File: src/crsg_pkg.sv
// ----------------------------------------------------------------------------
// ring sector generator package
// widths, sector layout constants, scrambler and bcd helpers
// ----------------------------------------------------------------------------
package crsg_pkg;

  localparam int unsigned AddrW  = 19;
  localparam int unsigned ByteW  = 8;
  localparam int unsigned IndexW = 12;
  localparam int unsigned ScrW   = 15;

  localparam logic [IndexW-1:0] SectorLast = 12'd2347;
  localparam logic [IndexW-1:0] PosSyncEnd = 12'd11;
  localparam logic [IndexW-1:0] PosMin     = 12'd12;
  localparam logic [IndexW-1:0] PosSec     = 12'd13;
  localparam logic [IndexW-1:0] PosFrm     = 12'd14;
  localparam logic [IndexW-1:0] PosMode    = 12'd15;
  localparam logic [IndexW-1:0] PosSubA    = 12'd18;
  localparam logic [IndexW-1:0] PosSubB    = 12'd22;
  localparam logic [IndexW-1:0] PosFill    = 12'd24;

  localparam logic [ByteW-1:0] ByteZero   = 8'h00;
  localparam logic [ByteW-1:0] ByteSync   = 8'hFF;
  localparam logic [ByteW-1:0] ByteMode   = 8'h02;
  localparam logic [ByteW-1:0] ByteSub    = 8'h1C;
  localparam logic [ByteW-1:0] PatEven    = 8'hA8;
  localparam logic [ByteW-1:0] PatOdd     = 8'h59;

  localparam logic [ScrW-1:0] ScrSeed = 15'd1;

  // reciprocals: addr / 75 = (addr * 894785) >> 26 for addr < 2^19,
  // q / 60 = (q * 8739) >> 19 for q < 2^13
  localparam logic [19:0] RecipFps = 20'd894785;
  localparam logic [13:0] RecipSpm = 14'd8739;
  localparam logic [6:0]  FramesPerSec = 7'd75;
  localparam logic [5:0]  SecsPerMin   = 6'd60;

  typedef struct packed {
    logic [ByteW-1:0] mins;
    logic [ByteW-1:0] secs;
    logic [ByteW-1:0] frms;
  } msf_t;

  typedef struct packed {
    logic [ScrW-1:0]  state;
    logic [ByteW-1:0] data;
  } scr_res_t;

  typedef struct packed {
    logic [ByteW-1:0]  data_byte;
    logic [IndexW-1:0] byte_index;
    logic              last;
  } out_beat_t;

  // eight scrambler steps, lsb first, output bit taken before each step
  function automatic scr_res_t crsg_scramble(input logic [ScrW-1:0] seed,
                                             input logic [ByteW-1:0] pat);
    scr_res_t        res;
    logic [ScrW-1:0] s;
    s = seed;
    res.data = '0;
    for (int b = 0; b < ByteW; b++) begin
      res.data[b] = pat[b] ^ s[0];
      s = {s[0] ^ s[1], s[ScrW-1:1]};
    end
    res.state = s;
    return res;
  endfunction

  // two-digit bcd, tens wraps modulo 16; x*205>>11 is x/10 for x < 1029
  function automatic logic [ByteW-1:0] crsg_bcd(input logic [6:0] v);
    logic [17:0] prod;
    logic [3:0]  tens;
    logic [6:0]  units;
    prod  = 18'(v) * 18'd205;
    tens  = prod[14:11];
    units = v - 7'(tens) * 7'd10;
    return {tens, units[3:0]};
  endfunction

endpackage

File: src/crsg_in_if.sv
// ----------------------------------------------------------------------------
// ring sector generator input channel
// valid/ready handshake carrying the start request and frame address
// ----------------------------------------------------------------------------
interface crsg_in_if
  import crsg_pkg::*;
();
  logic             valid;
  logic             ready;
  logic             start_req;
  logic [AddrW-1:0] frame_address;

  modport source (output valid, output start_req, output frame_address, input ready);
  modport sink   (input valid, input start_req, input frame_address, output ready);
endinterface

File: src/crsg_out_if.sv
// ----------------------------------------------------------------------------
// ring sector generator output channel
// valid/ready handshake carrying one sector byte per beat
// ----------------------------------------------------------------------------
interface crsg_out_if
  import crsg_pkg::*;
();
  logic              valid;
  logic              ready;
  logic [ByteW-1:0]  data_byte;
  logic [IndexW-1:0] byte_index;
  logic              last;

  modport source (output valid, output data_byte, output byte_index, output last,
                  input ready);
  modport sink   (input valid, input data_byte, input byte_index, input last,
                  output ready);
endinterface

File: src/crsg_msf.sv
// ----------------------------------------------------------------------------
// frame address to bcd minute/second/frame
// four-stage pipeline, constant reciprocals instead of dividers
// ----------------------------------------------------------------------------
module crsg_msf
  import crsg_pkg::*;
(
  input  logic             clk_i,
  input  logic [AddrW-1:0] addr_i,
  output msf_t             msf_o
);

  logic [AddrW-1:0] addr1_q;
  logic [12:0]      quot1_q;
  logic [6:0]       frm2_q;
  logic [6:0]       min2_q;
  logic [12:0]      quot2_q;
  logic [6:0]       frm3_q;
  logic [6:0]       min3_q;
  logic [5:0]       sec3_q;
  msf_t             msf4_q;

  logic [38:0]      prod_fps;
  logic [26:0]      prod_spm;
  logic [AddrW-1:0] frm_full;
  logic [12:0]      sec_full;

  // total seconds
  assign prod_fps = 39'(addr_i) * 39'(RecipFps);
  // frame remainder and minutes
  assign frm_full = addr1_q - AddrW'(quot1_q) * AddrW'(FramesPerSec);
  assign prod_spm = 27'(quot1_q) * 27'(RecipSpm);
  // second remainder
  assign sec_full = quot2_q - 13'(min2_q) * 13'(SecsPerMin);

  always_ff @(posedge clk_i) begin
    addr1_q <= addr_i;
    quot1_q <= prod_fps[38:26];
    frm2_q  <= frm_full[6:0];
    min2_q  <= prod_spm[25:19];
    quot2_q <= quot1_q;
    frm3_q  <= frm2_q;
    min3_q  <= min2_q;
    sec3_q  <= sec_full[5:0];
    msf4_q.mins <= crsg_bcd(min3_q);
    msf4_q.secs <= crsg_bcd({1'b0, sec3_q});
    msf4_q.frms <= crsg_bcd(frm3_q);
  end

  assign msf_o = msf4_q;

endmodule

File: src/cd_ring_sector_generator_core.sv
// ----------------------------------------------------------------------------
// ring sector generator core
// produces the 2348-byte security-ring sector, one byte per beat
// ----------------------------------------------------------------------------
// Takes one input beat per clock while the skid buffer is empty and returns
// one sector byte per beat with its index and end-of-sector flag. The byte
// is worked out in a single pass from the input beat and the running state
// (position, held address, 15-bit scrambler stepped eight times per byte)
// and lands in an output register backed by a one-entry skid buffer, so a
// stalled sink costs no throughput until both are full. A start beat latches
// the frame address and restarts at byte 0; the bcd minute/second/frame of
// that address comes from a four-stage pipeline that has settled long before
// byte 12 can be reached, so the header never waits on it.
module cd_ring_sector_generator_core
  import crsg_pkg::*;
(
  input  logic      clk_i,
  input  logic      rst_ni,
  crsg_in_if.sink   in_i,
  crsg_out_if.source out_o
);

  // running state
  logic [IndexW-1:0] pos_q, pos_d;
  logic [AddrW-1:0]  held_q, held_d;
  logic [ScrW-1:0]   scr_q, scr_d;

  // output register and skid stage
  out_beat_t out_q, skid_q;
  logic      out_valid_q, skid_valid_q;

  logic              in_fire;
  logic              out_pop;
  logic [IndexW-1:0] pos_raw;
  logic [IndexW-1:0] pos_cur;
  logic [ScrW-1:0]   scr_seed;
  scr_res_t          scr_res;
  logic [ByteW-1:0]  hdr_byte;
  out_beat_t         beat;
  msf_t              msf;

  assign in_fire = in_i.valid & in_i.ready;
  assign out_pop = out_valid_q & out_o.ready;

  // skid empty means there is always somewhere for a new beat to go
  assign in_i.ready = ~skid_valid_q;

  crsg_msf u_msf (
    .clk_i  (clk_i),
    .addr_i (held_q),
    .msf_o  (msf)
  );

  // current position: a start restarts, a stray value folds back to zero
  always_comb begin
    pos_raw = in_i.start_req ? '0 : pos_q;
    pos_cur = (pos_raw > SectorLast) ? '0 : pos_raw;
  end

  // scrambler reseeds at the first header byte and runs from there on
  assign scr_seed = (pos_cur == PosMin) ? ScrSeed : scr_q;
  assign scr_res  = crsg_scramble(scr_seed, pos_cur[0] ? PatOdd : PatEven);

  // header and subheader bytes
  always_comb begin
    unique case (pos_cur)
      PosMin:           hdr_byte = msf.mins;
      PosSec:           hdr_byte = msf.secs;
      PosFrm:           hdr_byte = msf.frms;
      PosMode:          hdr_byte = ByteMode;
      PosSubA, PosSubB: hdr_byte = ByteSub;
      default:          hdr_byte = ByteZero;
    endcase
  end

  // byte select: sync field, header, then scrambled fill
  always_comb begin
    beat.byte_index = pos_cur;
    beat.last       = (pos_cur == SectorLast);
    priority if (pos_cur == '0 || pos_cur == PosSyncEnd) begin
      beat.data_byte = ByteZero;
    end else if (pos_cur < PosSyncEnd) begin
      beat.data_byte = ByteSync;
    end else if (pos_cur < PosFill) begin
      beat.data_byte = hdr_byte;
    end else begin
      beat.data_byte = scr_res.data;
    end
  end

  // next state, advanced only on an accepted beat
  always_comb begin
    pos_d  = pos_q;
    held_d = held_q;
    scr_d  = scr_q;
    if (in_fire) begin
      pos_d  = (pos_cur >= SectorLast) ? '0 : pos_cur + 12'd1;
      held_d = in_i.start_req ? in_i.frame_address : held_q;
      if (pos_cur >= PosMin) begin
        scr_d = scr_res.state;
      end
    end
  end

  always_ff @(posedge clk_i or negedge rst_ni) begin
    if (!rst_ni) begin
      pos_q  <= '0;
      held_q <= '0;
      scr_q  <= ScrSeed;
    end else begin
      pos_q  <= pos_d;
      held_q <= held_d;
      scr_q  <= scr_d;
    end
  end

  // output register with skid: new beats go straight out unless the
  // output is held, in which case they park in the skid stage
  always_ff @(posedge clk_i or negedge rst_ni) begin
    if (!rst_ni) begin
      out_valid_q  <= 1'b0;
      skid_valid_q <= 1'b0;
    end else begin
      if (in_fire) begin
        if (!out_valid_q || out_pop) begin
          out_valid_q <= 1'b1;
        end else begin
          skid_valid_q <= 1'b1;
        end
      end else if (out_pop) begin
        out_valid_q  <= skid_valid_q;
        skid_valid_q <= 1'b0;
      end
    end
  end

  always_ff @(posedge clk_i) begin
    if (in_fire) begin
      if (!out_valid_q || out_pop) begin
        out_q <= beat;
      end else begin
        skid_q <= beat;
      end
    end else if (out_pop && skid_valid_q) begin
      out_q <= skid_q;
    end
  end

  assign out_o.valid      = out_valid_q;
  assign out_o.data_byte  = out_q.data_byte;
  assign out_o.byte_index = out_q.byte_index;
  assign out_o.last       = out_q.last;

endmodule

File: src/flat_wrapper.sv
// flat-port wrapper written by rule: the top's interface ports become plain ports
module cd_ring_sector_generator_core_flat import crsg_pkg::*;
  (clk_i, rst_ni, in_i_valid, in_i_start_req, in_i_frame_address, in_i_ready, out_o_valid, out_o_data_byte, out_o_byte_index, out_o_last, out_o_ready);
  crsg_in_if in_i_i ();
  crsg_out_if out_o_i ();
  input  logic clk_i;
  input  logic rst_ni;
  input wire logic [$bits(in_i_i.valid)-1:0] in_i_valid;
  input wire logic [$bits(in_i_i.start_req)-1:0] in_i_start_req;
  input wire logic [$bits(in_i_i.frame_address)-1:0] in_i_frame_address;
  output wire logic [$bits(in_i_i.ready)-1:0] in_i_ready;
  output wire logic [$bits(out_o_i.valid)-1:0] out_o_valid;
  output wire logic [$bits(out_o_i.data_byte)-1:0] out_o_data_byte;
  output wire logic [$bits(out_o_i.byte_index)-1:0] out_o_byte_index;
  output wire logic [$bits(out_o_i.last)-1:0] out_o_last;
  input wire logic [$bits(out_o_i.ready)-1:0] out_o_ready;
  assign in_i_i.valid = in_i_valid;
  assign in_i_i.start_req = in_i_start_req;
  assign in_i_i.frame_address = in_i_frame_address;
  assign in_i_ready = in_i_i.ready;
  assign out_o_valid = out_o_i.valid;
  assign out_o_data_byte = out_o_i.data_byte;
  assign out_o_byte_index = out_o_i.byte_index;
  assign out_o_last = out_o_i.last;
  assign out_o_i.ready = out_o_ready;
  cd_ring_sector_generator_core u_core (.clk_i(clk_i), .rst_ni(rst_ni), .in_i(in_i_i), .out_o(out_o_i));
endmodule
File: config.mk
export PLATFORM = sky130hd
export DESIGN_NAME = cd_ring_sector_generator_core_flat
export DESIGN_NICKNAME = d
export VERILOG_FILES = /design/src/crsg_pkg.sv /design/src/crsg_in_if.sv /design/src/crsg_out_if.sv /design/src/crsg_msf.sv /design/src/cd_ring_sector_generator_core.sv /design/src/flat_wrapper.sv
export SDC_FILE = /design/constraint.sdc
export NUM_CORES = 1
export LEC_CHECK = 0
export BUFFER_PORTS_ARGS = -buffer_cell sky130_fd_sc_hd__buf_4
export CAP_MARGIN = 40
export CORE_ASPECT_RATIO = 0.9
export CORE_MARGIN = 2
export CORE_UTILIZATION = 57
export DETAILED_ROUTE_END_ITERATION = 8
export PLACE_DENSITY_LB_ADDON = 0.2
export SLEW_MARGIN = 15
export SYNTH_ARGS = -nofsm -noshare
export SYNTH_HDL_FRONTEND = slang
export SYNTH_SLANG_ARGS = --single-unit
File: constraint.sdc
create_clock -name clk_i -period 17.3 [get_ports clk_i]
set_input_delay 0.865 -clock clk_i [delete_from_list [all_inputs] [get_ports clk_i]]
set_output_delay 0.865 -clock clk_i [all_outputs]
set_load 0.01 [all_outputs]
==> impl_metrics.tcl <==
set metrics [dict create \
    critPathBufInv 6 \
    cts_tree "built" \
    grt_pass1_wl_um 53200 \
    drive_gt1_frac 0.0826 \
    relSlewSlack 0.434 \
    grt_max_degree 49 \
    yosysSeqAreaShare 0.251 \
    drt_wl_total_um 31400 \
    finalNetCount 2143 \
    fp.dieW_um 183 \
    path_class "reg -> reg" \
    ios 47 \
    synth_area_um2 16400 \
    yosys.area_share.xor_xnor 0.0389 \
    max_stage_delay_ps 590 \
    numPortBuffers 46 \
    synth_common_cells "inv_1, ha_1, fa_1, dfxtp_1, nand2_1" \
    synth_top_cell_area_share 0.260 \
    htreeDepth 4 \
    clock_path_buffers 2 \
    cts_resized 0 \
    ant_nets 0 \
    synth_top_family_by_area "adder cells" \
    cts.clk_slew.worst_paths_ps 80 \
    worst_pin_slew_ps 846 \
    cts_hold_buffers 0 \
    max_freq_mhz 159 \
    finalSetupTns_ps 0 \
    maxCapViolCount 0 \
    detailed_place_hpwl_um 26200 \
    arrival_ps 6630 \
    gp_congestion 0.945 \
    synth.distinct_cells 68 \
    synthFlopType "dfxtp_1" \
    die_y_um 165 \
    fin_skew_ps 15.6 \
    vias_per_cell 5.32 \
    grt_overflow 0 \
    synth_simple_gate_area_frac 0.0684 \
    drv_slew 0 \
    synthCells 1563 \
    path_delay_family "adder cells" \
    ys_warn_count 0 \
    finalCritPeriodShare 0.364 \
    first_global_vias 10900 \
    area_growth_pct 8.29 \
    drt_iter0_markers 607 \
    cpMaxStageDelayCell "a211oi_1" \
    setup_viol 0 \
    yosysMostFrequentCell "inv_1" \
    path_common_cell "inv_1" \
    synth_compound_area_frac 0.0695 \
    syn-num-nets 2097 \
    startpoint_type "flip-flop" \
    cts-root-buf "clkbuf_16" \
    rows 58 \
    outcome "finished, final reports clean" \
    crit_required_ps 17630 \
    crit_fanout 8 \
    synthAdderAreaFrac 0.465 \
    placed_area_um2 17200 \
    diodes 0 \
    final_cell_area_um2 17800 \
    hold_path.class "reg -> reg" \
    hold_violations 0 \
    antenna_found_initial 0 \
    die_area_um2 30200 \
    firstDrtPassIters 7 \
    numCtsBuffers 17 \
    clk_latency_ps 440 \
    post_cts_buffers 0 \
    synth.area.top_cells "ha_1, fa_1, dfxtp_1" \
    cts.sinks 173 \
    design.core.area_um2 28200 \
    wl_per_cell_um 15.9 \
    synth_area_leader_cell "ha_1" \
    synth_seq_cells 173 \
    path_cells "fa_1 > inv_1 > fa_1 > inv_1 > ha_1 > inv_1 > fa_1 > inv_1 > fa_1 > inv_1 > fa_1 > inv_1 > ha_1 > a211o_1 > nand3b_1 > a21oi_1 > a211oi_1 > a21oi_1 > o21ai_0 > nand2_1 > o311ai_0" \
    synthArstFlopShare 0.277 \
    syn_area_per_cell_um2 10.5 \
    period_minus_slack_ps 6300 \
    grt_use_total 0.223 \
    initial_utilization 0.584 \
    synth_mux_area_frac 0.0212 \
    synth_edf_count 42 \
    critical_path.endpoint_type "flip-flop" \
    grt_setup_unrepaired "false" \
    vias 10500 \
    drc 0 \
]
[sequential cells by signal, summed over array words and instances, names as in the netlist, 8 cells and up]
| register | cells |
|---|---|
| u_core.pos_q | 12 |
| u_core.out_o.byte_index | 12 |
| u_core.u_msf.msf_o | 23 |
| u_core.u_msf.quot1_q | 13 |
| u_core.scr_q | 15 |
| u_core.out_o.data_byte | 8 |
| u_core.held_q | 19 |
| u_core.skid_q | 21 |
[worst register-to-register path, stage by stage (launching register included)]
cell and delay, ps:
dfrtp_1 500, fa_1 570, inv_1 60, fa_1 490, inv_1 50, ha_1 260, inv_1 40, fa_1 480
inv_1 60, fa_1 520, inv_1 50, fa_1 530, inv_1 40, ha_1 320, a211o_1 270, nand3b_1 90
a21oi_1 60, a211oi_1 590, a21oi_1 290, o21ai_0 440, nand2_1 170, o311ai_0 300
[routing by layer]
layer  vias to the layer above  global-route usage  routed length [um]
met5                         -                   0                   0
met4                         0              0.0596                 549
met3                        37              0.0285                1040
met2                       201               0.385               15100
met1                      5087               0.298               14700
li1                       5220                   -                   -
[metrics by stage]
step                cells  utilization  hold slack (ps)  worst slack, ps
finish               1982        0.632              322            11000
global route         1982        0.632              335            10680
CTS                  1982        0.632              324            11030
detailed placement   1950        0.612              312            11080
global placement     1945        0.609              311            11300
floorplan            1563            -              310            11840
[worst paths after layout]
check	to	cells past startpoint	start	slack (ps)
worst max register to register	u_core.u_msf.quot1_q[11]	21	u_core.held_q[8]	11000
worst max-delay path	u_core.u_msf.quot1_q[11]	21	u_core.held_q[8]	11000
worst min register to register	u_core.u_msf.frm3_q[3]	0	u_core.u_msf.frm2_q[3]	320
min in group asynchronous	u_core.pos_q[11]	1	rst_ni	450
max in group asynchronous	u_core.held_q[0]	1	rst_ni	16380
worst min-delay path	u_core.u_msf.frm3_q[3]	0	u_core.u_msf.frm2_q[3]	320
[layout make-up]
class                           instances  area, um^2
Multi-Input combinational cell       1015       10900
Fill cell                            2282       10400
Inverter                              349        1310
Sequential cell                       173        4130
Tap cell                              360         450
Clock buffer                           18         429
Timing Repair Buffer                   53         432
Clock inverter                         14         150
[logic make-up (layout without fill, tap and decap cells)]
| logic type | after synthesis | count (layout) |
|---|---|---|
| simple gates | 231 | 231 |
| buf+inv | 375 | 434 |
| fa+ha+maj | 510 | 510 |
| mux | 31 | 31 |
| xor+xnor | 73 | 73 |
| compound gates | 170 | 170 |
| flops | 173 | 173 |
[cells in the final DEF, fill, tap and decap left out, types with 20 or more instances in the layout]
| cell | n |
|---|---|
| fa_1 | 168 |
| buf_4 | 48 |
| dfrtp_1 | 47 |
| nand2_1 | 78 |
| dfxtp_1 | 83 |
| o21ai_0 | 44 |
| mux2_2 | 31 |
| xnor2_1 | 56 |
| nor3_1 | 20 |
| inv_1 | 348 |
| a21oi_1 | 36 |
| ha_1 | 342 |
| edfxtp_1 | 42 |
| nor2_1 | 46 |
Power is not shown: default switching activity piles up to over one toggle a cycle in this logic, so the estimate is an artifact.
